--- config.mk ---
export PLATFORM = sky130hd
export DESIGN_NAME = mrl_cell
export DESIGN_NICKNAME = d
export VERILOG_FILES = /design/src/hw/rtl/mrl_pkg.sv /design/src/hw/rtl/mrl_cell.sv
export SDC_FILE = /design/constraint.sdc
export NUM_CORES = 1
export LEC_CHECK = 0
export BUFFER_PORTS_ARGS = -buffer_cell sky130_fd_sc_hd__buf_2
export CAP_MARGIN = 15
export CORE_ASPECT_RATIO = 2
export CORE_MARGIN = 2
export CORE_UTILIZATION = 50
export CTS_BUF_LIST = sky130_fd_sc_hd__clkbuf_8
export DETAILED_ROUTE_END_ITERATION = 10
export GPL_ROUTABILITY_DRIVEN = 0
export HOLD_SLACK_MARGIN = 0.12
export PLACE_DENSITY = 0.81
export SLEW_MARGIN = 20
export SYNTH_ARGS = -nofsm -noshare
export SYNTH_HDL_FRONTEND = slang
export SYNTH_SLANG_ARGS = --single-unit
--- constraint.sdc ---
create_clock -name clk -period 34.2 [get_ports clk]
set_input_delay 8.55 -clock clk [delete_from_list [all_inputs] [get_ports clk]]
set_output_delay 8.55 -clock clk [all_outputs]
set_load 0.02 [all_outputs]
--- src/hw/rtl/mrl_pkg.sv ---
// ----------------------------------------------------------------------------
// mrl_pkg
// Constant weights, biases and the piecewise-linear sigmoid of the color
// perceptron.
// ----------------------------------------------------------------------------
package mrl_pkg;

  localparam int OUT_UNITS = 3;
  localparam int ROM_UNITS = 13;
  localparam int WEIGHT_W  = 18;
  localparam int ARG_W     = 32;
  localparam int FRAC_W    = 16;

  // Converts a constant in units of 1e-4 to Q7.10, rounding ties away from zero.
  function automatic int qw(input int n);
    int r;
    if (n >= 0) begin
      r = (n * 1024 + 5000) / 10000;
    end else begin
      r = -((-n * 1024 + 5000) / 10000);
    end
    return r;
  endfunction

  function automatic int hid_w(input int u, input int k);
    int n;
    case (u * 3 + k)
      0: n = 24671;   1: n = -37772;  2: n = 6287;
      3: n = 8596;    4: n = 17352;   5: n = -18163;
      6: n = 4733;    7: n = -15772;  8: n = 3087;
      9: n = -2016;   10: n = 11063;  11: n = -4235;
      12: n = 5327;   13: n = 5717;   14: n = -15390;
      15: n = 8550;   16: n = -16208; 17: n = 8947;
      18: n = -5830;  19: n = -577;   20: n = 2519;
      21: n = -11034; 22: n = -39844; 23: n = -1268;
      24: n = -4751;  25: n = -3544;  26: n = 11623;
      27: n = -3358;  28: n = 5890;   29: n = 742;
      30: n = 3094;   31: n = -1850;  32: n = -2594;
      33: n = 4179;   34: n = -12258; 35: n = 5612;
      36: n = -38610; 37: n = -59788; 38: n = -25854;
      default: n = 0;
    endcase
    return qw(n);
  endfunction

  function automatic int hid_b(input int u);
    int n;
    case (u)
      0: n = -66803;  1: n = -49091;  2: n = -12176;  3: n = -15432;
      4: n = 14075;   5: n = -15569;  6: n = 3809;    7: n = 74756;
      8: n = -12459;  9: n = 15167;   10: n = -1532;  11: n = 13491;
      12: n = -113155;
      default: n = 0;
    endcase
    return qw(n);
  endfunction

  function automatic int out_w(input int o, input int u);
    int n;
    n = 0;
    if (u < ROM_UNITS) begin
      case (o * ROM_UNITS + u)
        0: n = -2056;    1: n = -11825;   2: n = -37045;   3: n = 46858;
        4: n = 32195;    5: n = 12343;    6: n = -40729;   7: n = -104762;
        8: n = 57097;    9: n = -120603;  10: n = -60346;  11: n = 1088;
        12: n = -17614;
        13: n = 13014;   14: n = 1538;    15: n = 129982;  16: n = -308843;
        17: n = 19304;   18: n = -52426;  19: n = -172415; 20: n = -2167;
        21: n = 62688;   22: n = 272889;  23: n = -22485;  24: n = -200248;
        25: n = -1025;
        26: n = -12749;  27: n = 56982;   28: n = -47196;  29: n = -65988;
        30: n = -158069; 31: n = -13181;  32: n = -64218;  33: n = 690;
        34: n = -269648; 35: n = -362279; 36: n = -352607; 37: n = -54404;
        38: n = -642;
        default: n = 0;
      endcase
    end
    return qw(n);
  endfunction

  function automatic int out_b(input int o);
    int n;
    case (o)
      0: n = 214799;
      1: n = 53802;
      2: n = 752749;
      default: n = 0;
    endcase
    return qw(n);
  endfunction

  // Piecewise-linear logistic function: argument Q10, result Q0.16.
  function automatic logic [FRAC_W-1:0] sigmoid_q16(input logic signed [ARG_W-1:0] x);
    logic [ARG_W-1:0] a;
    logic [FRAC_W:0]  y;
    logic [FRAC_W-1:0] r;
    a = x[ARG_W-1] ? ARG_W'(-x) : ARG_W'(x);
    if (a >= ARG_W'(5120)) begin
      y = 17'd65536;
    end else if (a >= ARG_W'(2432)) begin
      y = 17'(a << 1) + 17'd55296;
    end else if (a >= ARG_W'(1024)) begin
      y = 17'(a << 3) + 17'd40960;
    end else begin
      y = 17'(a << 4) + 17'd32768;
    end
    if (!x[ARG_W-1]) begin
      r = y[FRAC_W] ? 16'hFFFF : y[FRAC_W-1:0];
    end else begin
      r = 16'(17'd65536 - y);
    end
    return r;
  endfunction

endpackage

--- src/hw/rtl/mrl_cell.sv ---
// ----------------------------------------------------------------------------
// mrl_cell
// One hidden neuron: computes its sigmoid output, then adds its share to the
// three output sums, passing the color word and the sums to the next cell.
// ----------------------------------------------------------------------------
module mrl_cell #(
  parameter int IDX   = 0,
  parameter int FRAC  = 8,
  parameter int ACC_W = 40
) (
  input  logic                    clk,
  input  logic                    rst,
  input  logic                    v_in,
  input  logic [FRAC:0]           x_in  [3],
  input  logic signed [ACC_W-1:0] acc_in [3],
  output logic                    v_out,
  output logic [FRAC:0]           x_out [3],
  output logic signed [ACC_W-1:0] acc_out [3]
);
  import mrl_pkg::*;

  localparam int HS_W = FRAC + 28;
  localparam logic signed [WEIGHT_W-1:0] WH0 = WEIGHT_W'(hid_w(IDX, 0));
  localparam logic signed [WEIGHT_W-1:0] WH1 = WEIGHT_W'(hid_w(IDX, 1));
  localparam logic signed [WEIGHT_W-1:0] WH2 = WEIGHT_W'(hid_w(IDX, 2));
  localparam logic signed [WEIGHT_W-1:0] BH  = WEIGHT_W'(hid_b(IDX));
  localparam logic signed [WEIGHT_W-1:0] WO0 = WEIGHT_W'(out_w(0, IDX));
  localparam logic signed [WEIGHT_W-1:0] WO1 = WEIGHT_W'(out_w(1, IDX));
  localparam logic signed [WEIGHT_W-1:0] WO2 = WEIGHT_W'(out_w(2, IDX));

  logic                    v1;
  logic [FRAC:0]           x1 [3];
  logic signed [ACC_W-1:0] acc1 [3];
  logic [FRAC_W-1:0]       hid;
  logic signed [HS_W-1:0]  hsum;
  logic signed [HS_W-1:0]  harg;

  always_comb begin
    hsum = (HS_W'(BH) <<< FRAC)
         + HS_W'(WH0 * $signed({1'b0, x_in[0]}))
         + HS_W'(WH1 * $signed({1'b0, x_in[1]}))
         + HS_W'(WH2 * $signed({1'b0, x_in[2]}));
    harg = (hsum + (HS_W'(1) <<< (FRAC - 1))) >>> FRAC;
  end

  always_ff @(posedge clk) begin
    if (rst) begin
      v1    <= 1'b0;
      v_out <= 1'b0;
    end else begin
      v1    <= v_in;
      v_out <= v1;
    end
    x1      <= x_in;
    acc1    <= acc_in;
    hid     <= sigmoid_q16(ARG_W'(harg));
    x_out   <= x1;
    acc_out[0] <= acc1[0] + ACC_W'(WO0 * $signed({1'b0, hid}));
    acc_out[1] <= acc1[1] + ACC_W'(WO1 * $signed({1'b0, hid}));
    acc_out[2] <= acc1[2] + ACC_W'(WO2 * $signed({1'b0, hid}));
  end

  a_valid_delay: assert property (@(posedge clk) disable iff (rst)
    v_out |-> $past(v_in, 2))
    else $error("cell word appeared without an entering word");
  a_valid_pass: assert property (@(posedge clk) disable iff (rst)
    $past(v_in, 2) && !$past(rst, 1) && !$past(rst, 2) |-> v_out)
    else $error("cell dropped a word");

endmodule

# [Word-level counts from Yosys, hierarchy flattened]
# Index checks and enable logic that the tools add are counted.
[op_classes] shifts=0 n_addsub=12 n_eq_ne=0 n_mul=6 order_cmp=3 div=0 bitwise=0 mux=6 reduce_logical=0
[op_table] operator="$add 17x16->17 const B" count=3
[op_table] operator="$mux 17" count=3
[op_table] operator="$add 40x26->40" count=1
[op_table] operator="$add 40x28->40" count=1
[op_table] operator="$add 40x29->40" count=1
[op_table] operator="$ge 32x11->1 const B" count=1
[op_table] operator="$ge 32x12->1 const B" count=1
[op_table] operator="$ge 32x13->1 const B" count=1
[op_table] operator="$mux 16" count=2
[op_table] operator="$mux 32" count=1
[op_table] operator="$neg 18->32" count=1
[op_table] operator="$mul 12x17->29 const A" count=1
[op_table] operator="$mul 11x16->27 const A" count=1
[op_table] operator="$add 25x9->26 const B" count=1
[op_table] operator="$mul 9x17->26 const A" count=1
[op_table] operator="$add 24x20->25" count=1
[op_table] operator="$add 23x23->24" count=1
[op_table] operator="$add 22x22->23 const A" count=1
[op_table] operator="$mul 11x10->21 const A" count=1
[op_table] operator="$mul 11x9->20 const A" count=1
[op_table] operator="$mul 8x9->17 const A" count=1
[op_table] operator="$sub 1x16->16 const A" count=1
[totals] mem_bits_ro=0 out_inout_bits=148 latch_bits=0 in_bits=150 mem_bits_rw=0 register_bits=312 mem_count=0

# [Longest topological paths before layout]
# Gate-level depths: netlist (run 1).
[logic_depth] word_depth=13 mapped_depth=51

# [Worst setup path before layout (run 1)]
# No wires, ideal clock.
[synth_timing] path_type="input port to flip-flop" from="in x_in[25] (netlist name)" to="reg hid[5]" slack_ps=15656 required_time_ps=34079 arrival_ps=18423 path_stages=45 cell_sequence="inv_1 -> fa_1 -> fa_1 -> inv_1 -> fa_1 -> inv_1 -> fa_1 -> inv_1 -> ha_1 -> a21boi_0 -> o21ai_0 -> a21boi_0 -> o21ai_0 -> a21boi_0 -> o21ai_0 -> a21oi_1 -> nand2b_1 -> fa_1 -> (+9 left out) -> clkbuf_1 -> clkbuf_1 -> a31o_2 -> xnor2_1 -> inv_1 -> ha_1 -> inv_1 -> nor4b_1 -> a32oi_1 -> o2bb2ai_1 -> o2111a_2 -> a211oi_2 -> nand2b_1 -> ha_1 -> inv_1 -> a211oi_1 -> a21oi_1 -> mux2_2"
[synth_via] elab_chain_len=13 elab_cells_between_ends=19
[synth_lines] element="start: declaration" line="mrl_cell.sv:14" source="input logic [FRAC:0] x_in [3],"
[synth_lines] element="$mul 11x9->20 *" line="mrl_cell.sv:40" source="+ HS_W'(WH0 * $signed({1'b0, x_in[0]}))"
[synth_lines] element="$add 22x22->23 *" line="mrl_cell.sv:40"
[synth_lines] element="$add 23x23->24 *" line="mrl_cell.sv:41" source="+ HS_W'(WH1 * $signed({1'b0, x_in[1]}))"
[synth_lines] element="$add 24x20->25 *" line="mrl_cell.sv:42" source="+ HS_W'(WH2 * $signed({1'b0, x_in[2]}));"
[synth_lines] element="$add 25x9->26 *" line="mrl_cell.sv:43" source="harg = (hsum + (HS_W'(1) <<< (FRAC - 1))) >>> FRAC;"
[synth_lines] element="$neg 18->32" line="mrl_pkg.sv:97" source="a = x[ARG_W-1] ? ARG_W'(-x) : ARG_W'(x);"
[synth_lines] element="$mux 32" line="mrl_pkg.sv:97"
[synth_lines] element="$ge 32x11->1 (tied with other cells)" line="mrl_pkg.sv:102" source="end else if (a >= ARG_W'(1024)) begin"
[synth_lines] element="$mux 17" line="mrl_pkg.sv:102"
[synth_lines] element="$mux 17" line="mrl_pkg.sv:100" source="end else if (a >= ARG_W'(2432)) begin"
[synth_lines] element="$mux 17" line="mrl_pkg.sv:98" source="if (a >= ARG_W'(5120)) begin"
[synth_lines] element="$sub 1x16->16 or $mux 16 (tied branches)" line="mrl_pkg.sv:110, mrl_pkg.sv:108"
[synth_lines] element="$mux 16 *" line="mrl_pkg.sv:107" source="if (!x[ARG_W-1]) begin"
[synth_lines] element="end signal: assignment" line="mrl_cell.sv:56" source="hid <= sigmoid_q16(ARG_W'(harg));"
[synth_lines] element="end: declaration" line="mrl_cell.sv:34" source="logic [FRAC_W-1:0] hid;"
# Every way passes the cells marked *; elsewhere a longest branch is shown, timed or not.
# A chain may end at the register's enable or synchronous reset.

# [Worst setup path after layout (run 1)]
# Same ends and word-level chain as after synthesis.

==> results of run 1 <==
## cell type report
type,instances,share of cell area [%]
clock buffers,58,2.460
clock inverters,25,0.8407
flip-flops and latches,312,19.25
multi-input cells,2005,63.41
inverters,554,6.417
well taps,762,2.938
diodes,1,0.007712
repair buffers,301,4.674
## flip-flops by register name (all words and copies together), names as in the netlist
signal   cells
x_out       27
v_out        1
acc_out    120
acc1       120
x1          27
hid         16
v1           1
## layer usage
metal | GRT usage [%] | vias up | share of wire, %
li1 | - | 10370 | -
met3 | 3.386 | 188 | 5.8
met2 | 41.41 | 773 | 49
met5 | 0 | - | 0.032
met4 | 9.961 | 4 | 4.0
met1 | 27.79 | 10350 | 41
## metrics by stage
| stage | hold WS (ns) | instance area [um2] |
|---|---|---|
| CTS | 0.3243 | 32440 |
| detailed placement | 0.3121 | 31370 |
| floorplan | 0.3096 | 29030 |
| global placement | 0.3113 | 31370 |
| global route | 0.3273 | 32450 |
| finish | 0.3253 | 32450 |
## worst paths after layout
path,start,depth (start not counted),end
worst max-delay path,x_in[25],43,hid[5]
worst min-delay path,x1[1],0,x_out[1]
worst max register to register,hid[4],26,acc_out[77]
worst min register to register,x1[1],0,x_out[1]
## logic make-up (layout without fill, tap and decap cells)
family                     Yosys count  after routing  synth area share (%)
other                                0              1                     0
and+or+nand+nor                    435            435                 7.654
buffers and inverters              577            938                 7.641
DFF                                312            312                 21.51
adders and majority gates          870            870                 45.02
muxes                               13             13                0.4611
xor gates and xnor gates           182            182                 5.762
AOI/OAI and AO/OA                  505            505                 11.95
## placed cells by master, fill, tap and decap left out, types with 87 or more instances in the layout
master,n
o21ai_0,92
a21oi_1,146
ha_1,579
fa_1,291
buf_2,297
nand2_1,87
nor2_1,97
inv_1,557
xnor2_1,121
dfxtp_1,312
## critical path: cells and delay by family
kind | cells | cell delay [ns]
adder cells (fa/ha/maj) | 10 | 4.41
AO/OA/AOI/OAI | 16 | 3.59
AND/OR/NAND/NOR | 6 | 1.75
buffers and inverters | 9 | 0.82
multiplexers | 1 | 0.37
XOR/XNOR | 1 | 0.19
==> metrics.md, run 1 <==
| Metric | Value |
|---|---|
| Via count | 21680 |
| Pin count of the biggest net entering global routing | 24 |
| EDFF count, synth | 0 |
| Slew HR | 34.97% |
| Max Freq | 0.05218 GHz |
| Slew Limit Fails | 0 |
| Final Setup Violations | 0 |
| Total number of H-tree levels | 2 |
| Core ar. | 0.05771 mm2 |
| Post-route minimum period | 19.16 ns |
| GRT Overall Usage | 23.22% |
| Drt via density | 5.396 |
| Unrepaired setup endpoints after global routing | false |
| Die height | 344.8 um |
| I/O pin cnt | 298 |
| Crit-path slowest cell | or3_1 |
| Initial Util | 50.31% |
| Sequential-to-total area share from yosys stat | 21.51% |
| Detailed router's first-iteration violation count | 1088 |
| CTS tree | built |
| Synth warnings | 0 |
| CTS Buffer Depth | 3 |
| Synth top area share | 24.95% |
| Cell count after synthesis | 2894 |
| Worst-margin pin slew | 0.9509 ns |
| Multi-input gate area | 0.02057 mm2 |
| Mapped Area | 0.02903 mm2 |
| Initial antenna violation count | 3 |
| CTS Sinks | 312 |
| Startpoint types | input port |
| Main synth FF type | dfxtp_1 |
| Full die area | 0.06013 mm2 |
| Final Non-Filler Cells | 4018 |
| #FFs+latches synth | 312 |
| Number of buffers inserted during clock tree synthesis | 47 |
| Critical path data required time | 34.73 ns |
| Synth area leaders | ha_1 25%, dfxtp_1 22%, fa_1 20%, inv_1 7.1%, xnor2_1 3.7% |
| Skew final | 0.06779 ns |
| Layout cell share with drive strength beyond 1 | 13.43% |
| Critical path arrival | 19.69 ns |
| Post-DRT Antenna Nets | 0 |
| Fin util | 56.22% |
| Area leader, netlist | ha_1 |
| Post-synth top cells | 579 x ha_1, 553 x inv_1, 312 x dfxtp_1 |
| Most used cell, CP | inv_1 |
| Syn Area/Cell | 10.03 um2 |
| Worst Path Class, Setup | in -> reg |
| First-pass iteration count of the detailed router | 8 |
| Clk slew on worst S/H paths | 0.06 ns |
| Synth cell types | 103 |
| R2R Setup Slk | 25.37 ns |
| Worst stage delay on the critical path | 0.75 ns |
| CP Max Fanout | 23 |
| Clock root cell | clkbuf_8 |
| Net Count, Synth | 3914 |
| Placement Setup Slack | 14.52 ns |
| Async SR Flop Fraction | 0% |
| Cell with the most instances after synthesis | ha_1 |
| Worst-Skew Late Latency | 0.67 ns |
| Setup TNS | 0 ns |
| # rows | 125 |
| Routed wire length | 69370 um |
| Hold_buf cts | 0 |
| CTS-repair resized insts | 0 |
| Setup crit end kind | register |
| Area growth, synth to finish | 11.75% |
| Die X | 174.4 um |
| Final setup margin | 15.04 ns |
| Final nets | 4241 |
| FILL cells | 4788 |
| # DRC | 0 |
| I/O Buffers | 297 |
| Register area | 0.006246 mm2 |
| Grt ovf | 0 |
| Estimated wirelength of the detail-placed design | 56880 um |
| Vias in the first global route | 22870 |
| Outcome | complete, no violations |
| Final period utilization | 56.04% |
| Post CTS Setup Buffer Count | 0 |
| Hold WC Path Type | reg -> reg |
| Final Hold Viols | 0 |
| DP Cell Count | 3934 |
| First-pass GRT wire length | 113200 um |
| Max Cap Violations | 0 |
| Avg WL per Cell | 17.26 um |
Power of run 1 is left out: the tool's default activity adds up to more than one toggle a clock period on the data nets, which glitch-free logic cannot reach.
==> inputs of run 2 (changes only) <==
Settings changed: ABC_AREA set to 1.
Clock period 34.2 ns to 19.25 ns, I/O delays scaled along.
==> metrics.md, run 2 <==
| Metric | Value |
|---|---|
| Area growth, synth to finish | 12.36% |
| Setup crit start | x_in[18] |
| Final Setup Violations | 0 |
| I/O pin cnt | 298 |
| CTS tree | built |
| Sequential-to-total area share from yosys stat | 21.76% |
| Startpoint types | input port |
| Async SR Flop Fraction | 0% |
| Number of buffers inserted during clock tree synthesis | 46 |
| Critical path arrival | 14.73 ns |
| Drt via density | 5.111 |
| Synth area leaders | ha_1 25%, dfxtp_1 22%, fa_1 20%, inv_1 8.6%, nand2_1 5.1% |
| Synth warnings | 0 |
| Synth top area share | 25.24% |
| Initial antenna violation count | 10 |
| Skew final | 0.05188 ns |
| Setup crit end kind | register |
| Commonest non-fill, non-tap cell in the layout | inv_1 |
| WP buf/inv | 8 |
| Post-synth top cells | 654 x inv_1, 579 x ha_1, 387 x nand2_1 |
| Slew HR | 46.39% |
| Most frequent cells in the layout | 661 x inv_1, 579 x ha_1, 387 x nand2_1 |
| Layout cell share with drive strength beyond 1 | 13.59% |
| Worst R2R Path Depth | 26 |
| GRT Overall Usage | 24.33% |
| CP delay by family, top | adder cells |
| First-pass iteration count of the detailed router | 5 |
| Hold_buf cts | 0 |
| I/O Buffers | 297 |
| Post-route minimum period | 14.20 ns |
| GR Util met1 | 23.50% |
| GRT Max-Usage Layer | met2 |
| Outcome | complete, no violations |
| Initial Util | 50.40% |
| CP Max Fanout | 36 |
| #FFs+latches synth | 312 |
| Total number of H-tree levels | 2 |
| Worst stage delay on the critical path | 0.57 ns |
| EDFF count, synth | 0 |
| Avg WL per Cell | 16.74 um |
| Worst Path Class, Setup | in -> reg |
| Die height | 342.8 um |
| CTS-repair resized insts | 0 |
| Area leader, netlist | ha_1 |
| Vias in the first global route | 23580 |
| Met2 Use GR | 46.63% |
| Max Freq | 0.07044 GHz |
| Worst-Skew Late Latency | 0.66 ns |
| Pin count of the biggest net entering global routing | 37 |
| Main synth FF type | dfxtp_1 |
| Final Hold Viols | 0 |
| Setup crit end | hid[9] |
| Estimated wirelength of the detail-placed design | 60490 um |
| Post-DRT Antenna Nets | 0 |
| Cell with the most instances after synthesis | inv_1 |
| Worst-margin pin slew | 0.8031 ns |
| Die X | 173.4 um |
| Setup TNS | 0 ns |
| R2R Setup Slk | 10.95 ns |
| Critical path data required time | 19.79 ns |
| Detailed router's first-iteration violation count | 943 |
| Routed wire length | 71100 um |
| Clock root cell | clkbuf_8 |
| Hold WC Path Type | reg -> reg |
| Reg2reg start | hid[8] |
| Core ar. | 0.05694 mm2 |
| Crit-path slowest cell | fa_1 |
| # rows | 124 |
| Final period utilization | 73.75% |
| CTS Buffer Depth | 3 |
| Full die area | 0.05945 mm2 |
| Met3 GRT Util | 2.748% |
| Biggest registers after layout | acc1: 120 flops, acc_out: 120 flops |
| Clk slew on worst S/H paths | 0.09 ns |
| First-pass GRT wire length | 113500 um |
| Max Cap Violations | 0 |
| Slew Limit Fails | 0 |
| WP depth | 47 |
| Cell count after synthesis | 3098 |
| Final nets | 4465 |
| Unrepaired setup endpoints after global routing | false |
| Post CTS Setup Buffer Count | 0 |
| RR Endpoint | acc_out[79] |
| Net Count, Synth | 4118 |
| CTS Sinks | 312 |
| Mapped Area | 0.02870 mm2 |
| # DRC | 0 |
| Synth cell types | 52 |
| Grt ovf | 0 |
| Via count | 21700 |
| Syn Area/Cell | 9.264 um2 |
run 2: per-layer routing:
layer	part of all wire [%]	wire, um
met5	0	0
met4	8.5	6055
met3	4.5	3182
met2	53	37490
met1	34	24370
run 2: cells by family after synthesis:
kind of cell | Yosys count | synth area share (%)
adders and majority gates | 870 | 45.54
and+or+nand+nor | 698 | 11.08
buffers and inverters | 673 | 8.950
AOI/OAI and AO/OA | 360 | 6.967
DFF | 312 | 21.76
xor gates and xnor gates | 185 | 5.698
run 2: area by class of cell:
type / instances / area [um2]
diodes: 9 / 22.52
multi-input cells: 2113 / 19890
repair buffers: 305 / 1546
inverters: 667 / 2509
flip-flops and latches: 312 / 6246
well taps: 756 / 945.9
clock inverters: 32 / 376.6
clock buffers: 52 / 715.7
fillers: 4975 / 24690
run 2: through the flow:
step,hold WS (ns),utilization (%),setup WS (ns),cells,area (um2)
floorplan,0.3096,-,6.125,3098,28700
global placement,0.3111,54.68,4.723,4153,31130
detailed placement,0.3128,54.68,4.395,4153,31130
CTS,0.3089,56.59,5.072,4237,32220
global route,0.3270,56.63,4.163,4244,32240
finish,0.3074,56.63,5.053,4246,32250
run 2: how the worst min path moves through the flow:
stage | start | to | slack, ns | cells past startpoint
after floorplan | x1[0] | x_out[0] | 0.31 | 0
after global placement | x1[10] | x_out[10] | 0.31 | 0
after detailed placement | x1[6] | x_out[6] | 0.31 | 0
after CTS | x1[9] | x_out[9] | 0.31 | 0
after global routing | x1[9] | x_out[9] | 0.33 | 0
final | x1[9] | x_out[9] | 0.31 | 0
Power of run 2 is left out for the same reason.
==> inputs of run 3 (changes only) <==
Clock period 19.25 ns to 13.1 ns, I/O delays scaled along.
==> metrics.md, run 3 (synthesis gave the netlist of run 2 again) <==
| Metric | Value |
|---|---|
| Setup TNS | 0 ns |
| Crit-path slowest cell | fa_1 |
| Initial antenna violation count | 10 |
| Max Cap Violations | 0 |
| Final nets | 4469 |
| Total number of H-tree levels | 2 |
| Worst stage delay on the critical path | 0.61 ns |
| Worst Path Class, Setup | in -> reg |
| # DRC | 0 |
| Drt via density | 5.159 |
| Hold Slack | 0.3215 ns |
| Layout cell share with drive strength beyond 1 | 13.82% |
| Worst-Skew Late Latency | 0.65 ns |
| Commonest non-fill, non-tap cell in the layout | inv_1 |
| Number of buffers inserted during clock tree synthesis | 47 |
| Biggest registers after layout | acc1: 120 flops, acc_out: 120 flops |
| Hold_buf cts | 0 |
| FILL cells | 5006 |
| Hold WC Path Type | reg -> reg |
| Grt ovf | 0 |
| Slew Limit Fails | 0 |
| Critical path arrival | 12.47 ns |
| Final Hold Viols | 0 |
| Unrepaired setup endpoints after global routing | false |
| Post CTS Setup Buffer Count | 0 |
| Placed instance area | 0.03115 mm2 |
| Clk slew on worst S/H paths | 0.07 ns |
| CTS-repair resized insts | 0 |
| Pin count of the biggest net entering global routing | 24 |
| Post-route minimum period | 11.93 ns |
| I/O Buffers | 297 |
| Setup crit end kind | register |
| Worst-margin pin slew | 0.8369 ns |
| Final Setup Violations | 0 |
| Full die area | 0.05945 mm2 |
| First-pass GRT wire length | 115500 um |
| GRT Overall Usage | 24.82% |
| Vias in the first global route | 23640 |
| Most used cell, CP | inv_1 |
| Estimated wirelength of the detail-placed design | 60970 um |
| I/O pin cnt | 298 |
| Clock root cell | clkbuf_8 |
| Startpoint types | input port |
| Core ar. | 0.05694 mm2 |
| Slew HR | 44.13% |
| Die X | 173.4 um |
| Routed wire length | 72420 um |
| Initial Util | 50.40% |
| Max Freq | 0.08380 GHz |
| Die height | 342.8 um |
| CTS tree | built |
| Post-DRT Antenna Nets | 0 |
| Critical path data required time | 13.63 ns |
| First-pass iteration count of the detailed router | 7 |
| Outcome | complete, no violations |
| CTS Buffer Depth | 3 |
| Area growth, synth to finish | 12.70% |
| Post-Layout Inst Area | 0.03235 mm2 |
| Avg WL per Cell | 17.04 um |
| Detailed router's first-iteration violation count | 852 |
| Skew final | 0.03785 ns |
| CTS Sinks | 312 |
| # rows | 124 |
| CP Max Fanout | 10 |
| Via count | 21920 |
| Most frequent cells in the layout | 659 x inv_1, 579 x ha_1, 387 x nand2_1 |
| Final period utilization | 91.09% |
[run 3: cell count changes in the layout (fill, tap and decap cells not counted), sizes merged]
cell / delta
buf: +3
clkbuf: +8
clkinv: -3
diode: -4
clkinvlp: -2
inv: +1
[run 3: metrics by stage]
| step | utilization [%] | setup WS (ns) | cells |
|---|---|---|---|
| global placement | 54.72 | 0.8972 | 4156 |
| floorplan | - | 1.513 | 3098 |
| CTS | 56.79 | 1.283 | 4244 |
| detailed placement | 54.72 | 0.6020 | 4156 |
| global route | 56.81 | 0.3498 | 4249 |
| finish | 56.81 | 1.167 | 4249 |
[run 3: cell type report]
| class | instances | area (um2) | share of cell area (%) |
|---|---|---|---|
| Multi-Input combinational cell | 2113 | 19890 | 61.48 |
| Sequential cell | 312 | 6246 | 19.31 |
| Tap cell | 756 | 945.9 | 2.924 |
| Timing Repair Buffer | 308 | 1569 | 4.851 |
| Clock buffer | 60 | 825.8 | 2.553 |
| Clock inverter | 28 | 352.8 | 1.091 |
| Inverter | 667 | 2509 | 7.756 |
| Antenna cell | 5 | 12.51 | 0.03868 |
[run 3: path summary, 6_finish.rpt]
kind              startpoint           to  slack [ns]  depth (start not counted)
hold reg to reg        x1[5]     x_out[5]        0.32                          0
setup / recovery    x_in[24]       hid[9]        1.17                         51
setup reg to reg      hid[4]  acc_out[79]        4.59                         33
hold / removal         x1[5]     x_out[5]        0.32                          0
[run 3: worst max-delay path, delay by kind of cell]
| family | cells | cell delay [ns] |
|---|---|---|
| AO/OA/AOI/OAI | 11 | 1.97 |
| XOR/XNOR | 2 | 0.39 |
| adder cells (fa/ha/maj) | 10 | 4.18 |
| buffers and inverters | 11 | 0.88 |
| AND/OR/NAND/NOR | 17 | 1.75 |
[run 3: per-layer routing]
layer  wire length [um]  vias up  GRT usage [%]
met2              38450      735          47.83
met4               6000        0          18.13
met5                  0        -              0
li1                   -    10550              -
met3               3835      308          3.590
met1              24130    10330          23.70
Power of run 3 is left out for the same reason.
